==> config.mk <==
export PLATFORM = sky130hd
export DESIGN_NAME = round_robin_quantum_scheduler
export DESIGN_NICKNAME = d
export VERILOG_FILES = /design/src/design/rrqs_pkg.sv /design/src/design/round_robin_quantum_scheduler.sv
export SDC_FILE = /design/constraint.sdc
export NUM_CORES = 1
export LEC_CHECK = 0
export BUFFER_PORTS_ARGS = -buffer_cell sky130_fd_sc_hd__buf_4
export CELL_PAD_IN_SITES_DETAIL_PLACEMENT = 0
export CELL_PAD_IN_SITES_GLOBAL_PLACEMENT = 1
export CORE_AREA = 5 5 251 155
export CTS_CLUSTER_DIAMETER = 150
export DETAILED_ROUTE_END_ITERATION = 6
export DIE_AREA = 0 0 256 160
export PLACE_DENSITY_LB_ADDON = 0.05
export SLEW_MARGIN = 20
export SYNTH_ARGS = -nofsm -noshare
export SYNTH_HDL_FRONTEND = slang
export SYNTH_SLANG_ARGS = --single-unit
==> constraint.sdc <==
create_clock -name aclk -period 4.5 [get_ports aclk]
set_input_delay 0.9 -clock aclk [delete_from_list [all_inputs] [get_ports aclk]]
set_output_delay 0.9 -clock aclk [all_outputs]
set_load 0.005 [all_outputs]
==> src/design/rrqs_pkg.sv <==
// Package: sizes, event codes and queue entry type for the round-robin scheduler.
`default_nettype none

package rrqs_pkg;

    // Ready queue depth and width of the remaining-time counter
    localparam int QUEUE_SLOTS = 16;
    localparam int TIME_BITS   = 16;

    localparam int PTR_W  = $clog2(QUEUE_SLOTS);
    localparam int FILL_W = $clog2(QUEUE_SLOTS + 1);

    // Fixed port field widths
    localparam int ID_W    = 4;
    localparam int RT_W    = 16;
    localparam int EV_W    = 3;
    localparam int QUANT_W = 8;

    localparam logic [QUANT_W-1:0] QUANTUM_RESET = QUANT_W'(3);

    // Input opcodes
    localparam logic OP_CREATE = 1'b0;
    localparam logic OP_TICK   = 1'b1;

    // Result event codes
    typedef enum logic [EV_W-1:0] {
        EV_NONE      = 3'd0,
        EV_FINISHED  = 3'd1,
        EV_PREEMPTED = 3'd2,
        EV_ADMITTED  = 3'd3,
        EV_REJECTED  = 3'd4
    } event_t;

    // One ready queue slot
    typedef struct packed {
        logic [ID_W-1:0]      id;
        logic [TIME_BITS-1:0] left;
    } queue_entry_t;

    // Circular pointer advance
    function automatic logic [PTR_W-1:0] next_ptr(input logic [PTR_W-1:0] ptr);
        return (ptr == PTR_W'(QUEUE_SLOTS - 1)) ? '0 : ptr + PTR_W'(1);
    endfunction

endpackage

`default_nettype wire

==> src/design/round_robin_quantum_scheduler.sv <==
// Top level: round-robin time-slice scheduler with its ready queue in a synchronous RAM.
// Flow: the item is latched at its transfer and executed in the S_EXEC state; the result
// is registered at the end of that execute step, where m_valid rises.
// Only one item is in flight: no new item is taken until the last one is executed and the
// output register is free; each item waits for the registered read of the queue head first.
// Reset: control state, pointers, fill count and running process are cleared and
// quantum returns to 3; the queue RAM is not cleared (a slot's read data is only used once written).
`default_nettype none

module round_robin_quantum_scheduler
    import rrqs_pkg::*;
(
    input  wire                 aclk,
    input  wire                 aresetn,

    input  wire                 s_valid,
    output logic                s_ready,
    input  wire                 s_opcode,
    input  wire  [ID_W-1:0]     s_process_id,
    input  wire  [RT_W-1:0]     s_run_time,

    output logic                m_valid,
    input  wire                 m_ready,
    output logic [EV_W-1:0]     m_event_res,
    output logic [ID_W-1:0]     m_event_id,
    output logic                m_running_valid,
    output logic [ID_W-1:0]     m_running_id,
    output logic [RT_W-1:0]     m_remaining,

    input  wire                 cfg_valid,
    output logic                cfg_ready,
    input  wire  [QUANT_W-1:0]  cfg_data
);

    typedef enum logic [1:0] {
        S_IDLE = 2'b01,
        S_EXEC = 2'b10
    } state_t;

    state_t state_reg, state_next;

    // Configuration
    logic [QUANT_W-1:0] quantum_reg;

    // Latched item
    logic                 op_reg;
    logic [ID_W-1:0]      pid_reg;
    logic [TIME_BITS-1:0] rt_reg;
    logic [31:0]          rt_wide;

    // Scheduler state
    logic [PTR_W-1:0]     head_reg, head_next;
    logic [PTR_W-1:0]     tail_reg, tail_next;
    logic [FILL_W-1:0]    fill_reg, fill_next;
    logic                 active_reg, active_next;
    logic [ID_W-1:0]      proc_reg, proc_next;
    logic [TIME_BITS-1:0] left_reg, left_next;
    logic [QUANT_W-1:0]   slice_reg, slice_next;

    // Queue RAM
    queue_entry_t         queue_mem [QUEUE_SLOTS];
    queue_entry_t         rd_data_reg;
    queue_entry_t         wr_data;
    logic                 rd_en;
    logic                 wr_en;
    logic                 pop;

    // Output register
    logic                 m_valid_reg;
    event_t               ev_next;
    logic [ID_W-1:0]      ev_id_next;
    event_t               ev_reg;
    logic [ID_W-1:0]      ev_id_reg;
    logic                 run_valid_reg;
    logic [ID_W-1:0]      run_id_reg;
    logic [RT_W-1:0]      remaining_reg;
    logic [31:0]          left_wide;

    logic s_xfer;
    logic m_xfer;

    assign cfg_ready = 1'b1;
    assign s_xfer    = s_valid && s_ready;
    assign m_xfer    = m_valid_reg && m_ready;

    // One item in flight; take a new one when the output register frees up
    assign s_ready = (state_reg == S_IDLE) && (!m_valid_reg || m_ready);
    assign rd_en   = s_xfer;

    assign rt_wide = 32'(s_run_time);

    // Quantum register
    always_ff @(posedge aclk) begin
        if (!aresetn) begin
            quantum_reg <= QUANTUM_RESET;
        end else if (cfg_valid && cfg_ready) begin
            quantum_reg <= cfg_data;
        end
    end

    // Item capture
    always_ff @(posedge aclk) begin
        if (s_xfer) begin
            op_reg  <= s_opcode;
            pid_reg <= s_process_id;
            rt_reg  <= rt_wide[TIME_BITS-1:0];
        end
    end

    // Queue RAM: head read at item transfer, tail write during execute
    always_ff @(posedge aclk) begin
        if (rd_en) begin
            rd_data_reg <= queue_mem[head_reg];
        end
        if (wr_en) begin
            queue_mem[tail_reg] <= wr_data;
        end
    end

    // FSM next state
    always_comb begin
        state_next = state_reg;
        unique case (state_reg)
            S_IDLE: begin
                if (s_xfer) begin
                    state_next = S_EXEC;
                end
            end
            S_EXEC: begin
                state_next = S_IDLE;
            end
            default: begin
                state_next = S_IDLE;
            end
        endcase
    end

    // Scheduling step
    always_comb begin
        logic [QUANT_W-1:0] slice_inc;
        logic               q_full;
        logic               q_empty;

        slice_inc = slice_reg + QUANT_W'(1);
        q_full    = (fill_reg == FILL_W'(QUEUE_SLOTS));
        q_empty   = (fill_reg == '0);

        active_next = active_reg;
        proc_next   = proc_reg;
        left_next   = left_reg;
        slice_next  = slice_reg;
        ev_next     = EV_NONE;
        ev_id_next  = '0;
        wr_en       = 1'b0;
        wr_data     = '{id: pid_reg, left: rt_reg};
        pop         = 1'b0;

        if (state_reg == S_EXEC) begin
            if (op_reg == OP_CREATE) begin
                ev_id_next = pid_reg;
                if (!active_reg) begin
                    active_next = 1'b1;
                    proc_next   = pid_reg;
                    left_next   = rt_reg;
                    slice_next  = '0;
                    ev_next     = EV_ADMITTED;
                end else if (q_full) begin
                    ev_next = EV_REJECTED;
                end else begin
                    wr_en   = 1'b1;
                    ev_next = EV_ADMITTED;
                end
            end else if (active_reg) begin
                if (left_reg <= TIME_BITS'(1)) begin
                    // Finish; dispatch the head if anything waits
                    ev_next    = EV_FINISHED;
                    ev_id_next = proc_reg;
                    slice_next = '0;
                    if (!q_empty) begin
                        pop       = 1'b1;
                        proc_next = rd_data_reg.id;
                        left_next = rd_data_reg.left;
                    end else begin
                        active_next = 1'b0;
                        proc_next   = '0;
                        left_next   = '0;
                    end
                end else begin
                    left_next  = left_reg - TIME_BITS'(1);
                    slice_next = slice_inc;
                    if (slice_inc == quantum_reg) begin
                        slice_next = '0;
                        if (!q_empty) begin
                            // Preempt: head runs, old process goes to the tail
                            pop        = 1'b1;
                            wr_en      = 1'b1;
                            wr_data    = '{id: proc_reg, left: left_reg - TIME_BITS'(1)};
                            proc_next  = rd_data_reg.id;
                            left_next  = rd_data_reg.left;
                            ev_next    = EV_PREEMPTED;
                            ev_id_next = proc_reg;
                        end
                    end
                end
            end
        end

        head_next = pop   ? next_ptr(head_reg) : head_reg;
        tail_next = wr_en ? next_ptr(tail_reg) : tail_reg;
        fill_next = fill_reg + FILL_W'(wr_en) - FILL_W'(pop);
    end

    // Control and scheduler state registers
    always_ff @(posedge aclk) begin
        if (!aresetn) begin
            state_reg  <= S_IDLE;
            head_reg   <= '0;
            tail_reg   <= '0;
            fill_reg   <= '0;
            active_reg <= 1'b0;
            proc_reg   <= '0;
            left_reg   <= '0;
            slice_reg  <= '0;
        end else begin
            state_reg  <= state_next;
            head_reg   <= head_next;
            tail_reg   <= tail_next;
            fill_reg   <= fill_next;
            active_reg <= active_next;
            proc_reg   <= proc_next;
            left_reg   <= left_next;
            slice_reg  <= slice_next;
        end
    end

    // Output register
    assign left_wide = 32'(left_next);

    always_ff @(posedge aclk) begin
        if (!aresetn) begin
            m_valid_reg <= 1'b0;
        end else if (state_reg == S_EXEC) begin
            m_valid_reg <= 1'b1;
        end else if (m_xfer) begin
            m_valid_reg <= 1'b0;
        end
    end

    always_ff @(posedge aclk) begin
        if (state_reg == S_EXEC) begin
            ev_reg        <= ev_next;
            ev_id_reg     <= ev_id_next;
            run_valid_reg <= active_next;
            run_id_reg    <= active_next ? proc_next : '0;
            remaining_reg <= active_next ? left_wide[RT_W-1:0] : '0;
        end
    end

    assign m_valid         = m_valid_reg;
    assign m_event_res     = ev_reg;
    assign m_event_id      = ev_id_reg;
    assign m_running_valid = run_valid_reg;
    assign m_running_id    = run_id_reg;
    assign m_remaining     = remaining_reg;

    // Checks
    a_fill_bound: assert property (@(posedge aclk) disable iff (!aresetn)
        fill_reg <= FILL_W'(QUEUE_SLOTS))
        else $error("ready queue fill exceeds depth");

    a_ptr_match: assert property (@(posedge aclk) disable iff (!aresetn)
        (fill_reg == '0 || fill_reg == FILL_W'(QUEUE_SLOTS)) |-> head_reg == tail_reg)
        else $error("head and tail disagree with fill count");

    a_exec_out_free: assert property (@(posedge aclk) disable iff (!aresetn)
        (state_reg == S_EXEC) |-> !m_valid_reg)
        else $error("execute step with output register still occupied");

    a_xfer_exec: assert property (@(posedge aclk) disable iff (!aresetn)
        s_xfer |=> (state_reg == S_EXEC))
        else $error("accepted item not executed next cycle");

    a_idle_fields: assert property (@(posedge aclk) disable iff (!aresetn)
        (m_valid_reg && !run_valid_reg) |-> (run_id_reg == '0 && remaining_reg == '0))
        else $error("idle processor reports a running process");

    a_no_pop_empty: assert property (@(posedge aclk) disable iff (!aresetn)
        pop |-> fill_reg != '0)
        else $error("dispatch from empty ready queue");

endmodule

`default_nettype wire

**Word-level counts from Yosys, hierarchy flattened**

Memories as Yosys holds them, arrays and structs flattened. A register that Yosys moved wholly into a read port is not among the register bits.
Index checks and enable logic that the tools add are counted.

- Muxes and demuxes: 61
- Reduce and logical (&&, ||, !) cells: 9
- $lt $le $gt $ge: 1
- $add $sub $neg: 6
- Equal/unequal tests: 8

Operators with widths:

| cell | count |
|---|---|
| 16-bit 2-to-1 mux | 8 |
| 20-bit 2-to-1 mux | 6 |
| 4-bit 2-to-1 mux | 15 |
| 8-bit 2-to-1 mux | 5 |
| 1-bit 2-to-1 mux | 20 |
| 16-bit by 1-bit less-or-equal comparator with 1-bit output (second input constant) | 1 |
| 16-bit by 1-bit subtractor with 16-bit output (second input constant) | 1 |
| 3-bit 2-to-1 mux | 3 |
| 4-bit by 1-bit adder with 4-bit output (second input constant) | 2 |
| 8-bit by 1-bit adder with 8-bit output (second input constant) | 1 |
| 4-bit equality test (second input constant) | 2 |
| 8-bit equality test | 1 |
| 2-bit 2-to-1 mux | 4 |
| 5-bit by 1-bit adder with 5-bit output | 1 |
| 5-bit equality test (second input constant) | 1 |
| 5-bit logical NOT | 1 |
| 5-bit by 1-bit subtractor with 5-bit output | 1 |
| 1-bit logical AND | 3 |
| 3-bit AND reduction | 1 |
| 2-bit by 1-bit equality test with 1-bit output (second input constant) | 1 |
| 2-bit equality test (second input constant) | 1 |
| 2-bit by 1-bit != test with 1-bit output (second input constant) | 1 |
| 2-bit != test (second input constant) | 1 |
| 2-bit AND reduction | 1 |
| other kinds (3) | 3 |

- Input port bits: 34
- Output and inout bits: 31
- Memory bits (writable): 320
- Bits in registers: 102
- Memories kept: 1

Memories:

| name | depth | bits a word | read ports | clocked after memory_dff | write ports | RTL line | text |
|---|---|---|---|---|---|---|---|
| queue_mem | 16 | 20 | 1 | 1 | 1 | round_robin_quantum_scheduler.sv:61 | `queue_entry_t queue_mem [QUEUE_SLOTS];` |

**Longest topological paths before layout**

- Depth in word-level cells: 9
- Mapped depth: 16
- Mapped depth without buffers: 15

**Least setup slack after synthesis**

No wires, ideal clock.

- Path type: register to register
- From: register slice_reg[0]
- To: memory queue_mem[1][0] (netlist name) (enable)
- Library setup time: 422 ps
- Required time: 4078 ps
- Cell stages (with the launch flop): 11
- Clock period less this slack: 3860 ps
- Data arrival time: 3438 ps
- Setup slack: 640 ps
- Path through: dfxtp_1 ha_1 nand3_1 or2_4 a211oi_2 and4_4 buf_6 a21oi_1 buf_2 nand2b_1 nor3_1

- Longest elaborated chain between the ends: 9

RTL lines:

| item | RTL line | text |
|---|---|---|
| start, declared | round_robin_quantum_scheduler.sv:58 | `logic [QUANT_W-1:0] slice_reg, slice_next;` |
| start signal, assigned | round_robin_quantum_scheduler.sv:232 | `slice_reg <= slice_next;` |
| 8-bit by 1-bit adder with 8-bit output | round_robin_quantum_scheduler.sv:144 | `slice_inc = slice_reg + QUANT_W'(1);` |
| 8-bit equality test | round_robin_quantum_scheduler.sv:191 | `if (slice_inc == quantum_reg) begin` |
| 1-bit 2-to-1 mux | round_robin_quantum_scheduler.sv:191 |  |
| 1-bit 2-to-1 mux | round_robin_quantum_scheduler.sv:174 | `if (left_reg <= TIME_BITS'(1)) begin` |
| 1-bit 2-to-1 mux | round_robin_quantum_scheduler.sv:173 | `end else if (active_reg) begin` |
| 1-bit 2-to-1 mux | round_robin_quantum_scheduler.sv:159 | `if (op_reg == OP_CREATE) begin` |
| 1-bit 2-to-1 mux | round_robin_quantum_scheduler.sv:158 | `if (state_reg == S_EXEC) begin` |
| 1-bit 2-to-1 mux | round_robin_quantum_scheduler.sv:115 | `if (wr_en) begin` |
| 1-bit 2-to-1 mux (implied by the code) | round_robin_quantum_scheduler.sv:116 | `queue_mem[tail_reg] <= wr_data;` |
| end, declared | round_robin_quantum_scheduler.sv:61 |  |

No other way between the ends.

**Worst setup path after layout**

- From: register slice_reg[0]
- To: register fill_reg[4]

- Longest elaborated chain between the ends: 9

RTL lines:

| item | RTL line | text |
|---|---|---|
| 8-bit by 1-bit adder with 8-bit output * | round_robin_quantum_scheduler.sv:144 |  |
| 8-bit equality test * | round_robin_quantum_scheduler.sv:191 |  |
| 1-bit 2-to-1 mux * | round_robin_quantum_scheduler.sv:191 |  |
| 1-bit 2-to-1 mux | round_robin_quantum_scheduler.sv:174 |  |
| 1-bit 2-to-1 mux | round_robin_quantum_scheduler.sv:173 |  |
| 1-bit 2-to-1 mux | round_robin_quantum_scheduler.sv:159 |  |
| 1-bit 2-to-1 mux | round_robin_quantum_scheduler.sv:158 |  |
| 5-bit by 1-bit adder with 5-bit output | round_robin_quantum_scheduler.sv:210 | `fill_next = fill_reg + FILL_W'(wr_en) - FILL_W'(pop);` |
| 5-bit by 1-bit subtractor with 5-bit output * | round_robin_quantum_scheduler.sv:210 |  |
| end signal, assigned | round_robin_quantum_scheduler.sv:228 | `fill_reg <= fill_next;` |
| end, declared | round_robin_quantum_scheduler.sv:54 | `logic [FILL_W-1:0] fill_reg, fill_next;` |

Every way passes the cells marked *; elsewhere a longest branch is shown, timed or not.
A chain may end at the register's enable or synchronous reset.

==> results.tsv <==
stage	metric	value	unit
yosys	asr flop ratio synth	0	
cts	CTS Hold Bufs	0	
global_route	largest net degree at the start of global routing	64	
routing	Post-DRT Antenna Nets	0	
finish	n_diodes	0	
critical_path	r2r startpoint	slice_reg[0]	
timing	Tmin final	3.81	ns
status	status	finished, final reports clean	
timing	count of pins over their slew limit	0	
power_and_ir_drop	power per cell area	396	nW/um^2
yosys	predominant post-synthesis flop cell	edfxtp_1	
die	Die ar.	41000	sq um
routing	Initial DRC Count	928	
finish	non-filler cells, final	1646	
yosys	sequential-to-total area share from yosys stat	0.709	
global_route	gr ovfl total	0	
yosys	Yosys Warn Count	0	
hold_path	hold_sp	slice_reg[7]	
cts	total CTS buffers	41	
routing	Via density	5.93	
critical_path	worst setup path end	fill_reg[4]	
yosys	Mapped Cells	1033	
routing	drt total wl	42.2	mm
hold_path	worst min path class	flop to flop	
critical_path	crit path from	slice_reg[0]	
timing	Slew headroom	0.306	
finish	most frequent cells in the layout	edfxtp_1, buf_4, mux4_2	
cts	CTS HTree Levels	2	
power_and_ir_drop	Worst VDD drop	0.217	mV
timing	Hold WS	0.486	ns
timing	final setup TNS	0	ns
cts	CTS resizes	0	
yosys	Mapped Area	18000	sq um
global_route	initial antenna violation count	0	
die	die width	256	um
routing	routed length per placed instance	25.6	um
yosys	Syn Nets	1083	
yosys	EDFF count, synth	389	
critical_path	R2R depth	15	
cts	Skew-Pair Late Insertion Delay	0.54	ns
finish	layout cell share with drive strength beyond 1	0.279	
timing	Setup Skew	0.0206	ns
cts	postcts setup bufs	0	
placed_design	gp weighted congestion	0.833	
critical_path	startpoint class of the critical path	flop	
timing	Final WS setup	0.688	ns
routing	First-pass DRT Iterations	5	
yosys	post-synth cell types	73	
cts	Sink Count	442	
yosys	Avg Cell Area, Syn	17.4	sq um
routing	drt drc	0	
flow_run	max-cap viol count	0	
power_and_ir_drop	Overall Power	8.13	mW
timing	Final period util	0.847	
placed_design	Placement Setup Slack	0.736	ns
critical_path	worst-path fanout max	11	
timing	Final Hold Fails	0	
critical_path	Reg-to-Reg End	fill_reg[4]	
finish	final net count	1187	
global_route	vias in the first global route	9612	
cts	Clock transition at path regs	0.06	ns
die	FP Rows	54	
critical_path	r2r setup slk	0.69	ns
power_and_ir_drop	Lkg Pwr	6.73	nW
die	starting utilization of the core area	0.498	
finish	commonest non-fill, non-tap cell in the layout	edfxtp_1	
timing	Fmax	262	MHz
die	Die H	160	um
placed_design	I/O Buffers	63	
finish	max FFs per register	320	
critical_path	kind of critical path	flop to flop	
placed_design	cell count after placement	1570	
die	I/O pin total	65	
global_route	first-pass GRT wire length	63.5	mm
global_route	GR Util All Layers	0.206	
yosys	FF+latch count, synth	442	
timing	RSZ-0062 raised after global routing	false	
cts	clk buf depth	3	
cts	CTS root buf	clkbuf_16	
critical_path	WP data required	4.96	ns
timing	Final setup viols	0	
routing	vias	9765	
finish	area grow syn2layout	14.4	%
critical_path	Worst EP arrival	4.28	ns
die	CORE AREA	36100	sq um
placed_design	Detail Placement HPWL	27.0	mm
critical_path	CP endpoint kind	flop	
cts	TritonCTS clock tree	done	
timing	worst-margin pin slew	1.04	ns
stage by stage:
stage,utilization,area (sq um)
floorplan,-,18000
global placement,0.534,19300
detailed placement,0.534,19300
CTS,0.570,20600
global route,0.570,20600
finish,0.570,20600
worst min-delay path by stage:
stage / end / slack (ns) / cells after the start
after floorplan: quantum_reg[0] / 0.46 / 2
after CTS: slice_reg[7] / 0.49 / 2
after global routing: slice_reg[7] / 0.50 / 2
after global placement: slice_reg[7] / 0.48 / 2
after detailed placement: slice_reg[7] / 0.48 / 2
final: slice_reg[7] / 0.49 / 2
cells in the mapped netlist, drive strengths merged (3+ instances only):
cell type | instances | area [sq um]
a211oi | 4 | 47.5
nand3 | 20 | 110
a22o | 4 | 35.0
o22ai | 4 | 25.0
nor3 | 19 | 111
nor2 | 47 | 176
and4 | 3 | 28.8
a221oi | 13 | 139
mux4 | 100 | 2250
mux2 | 5 | 56.3
and2 | 5 | 31.3
a21o | 3 | 22.5
buf | 23 | 121
xor2 | 13 | 114
edfxtp | 389 | 11700
nand4 | 4 | 25.0
o22a | 4 | 35.0
inv | 19 | 71.3
nor4 | 3 | 25.0
nand2 | 56 | 210
mux2i | 11 | 110
or2 | 13 | 83.8
clkbuf | 34 | 129
xnor2 | 17 | 149
ha | 15 | 188
a31oi | 8 | 50.1
nand2b | 6 | 37.5
a2bb2oi | 5 | 43.8
or3 | 6 | 37.5
dfxtp | 53 | 1060
a21oi | 49 | 245
nor3b | 4 | 30.0
and3 | 4 | 25.0
o21ai | 39 | 195
worst max-delay path: stages, from the launching register on:
cell and delay [ns]:
dfxtp_1 0.45, ha_1 0.27, nand3_1 0.18, or2_4 0.32, a211oi_2 0.25, and4_4 0.32
a21oi_1 0.08, buf_4 0.21, ha_1 0.28, inv_1 0.04, ha_1 0.20, fa_1 0.43
a21oi_1 0.17, nor2_1 0.06, or3_1 0.34, a21oi_1 0.14
per-layer routing:
| metal | wire [um] | track usage | part of all wire |
|---|---|---|---|
| met3 | 3090 | 0.0390 | 0.073 |
| met1 | 20100 | 0.333 | 0.48 |
| met4 | 513 | 0.0348 | 0.012 |
| met2 | 18500 | 0.297 | 0.44 |
| met5 | 0 | 0 | 0 |
power by group:
| part | switching [mW] | internal, mW |
|---|---|---|
| logic | 0.182 | 0.0918 |
| registers | 0.0260 | 4.50 |
| clock network | 1.45 | 1.88 |
layout make-up:
cell class	count	area (sq um)
sequential	442	12800
clock buffer	56	1130
fill	2784	15500
clock inverter	20	143
multi-input combinational	513	4950
tap	476	596
timing repair buffer	118	898
inverter	21	78.8
kinds of logic (layout without fill, tap and decap cells):
family          Yosys count  in the layout  share of synthesized area
flops                   442            442                      0.709
other cells               1              1                   0.000209
xor+xnor                 30             30                     0.0146
compound gates          151            151                     0.0554
simple gates            199            199                     0.0563
fa+ha+maj                16             16                     0.0116
buf+inv                  78            215                     0.0183
mux                     116            116                      0.135
Power figures use the tool's default switching activity.
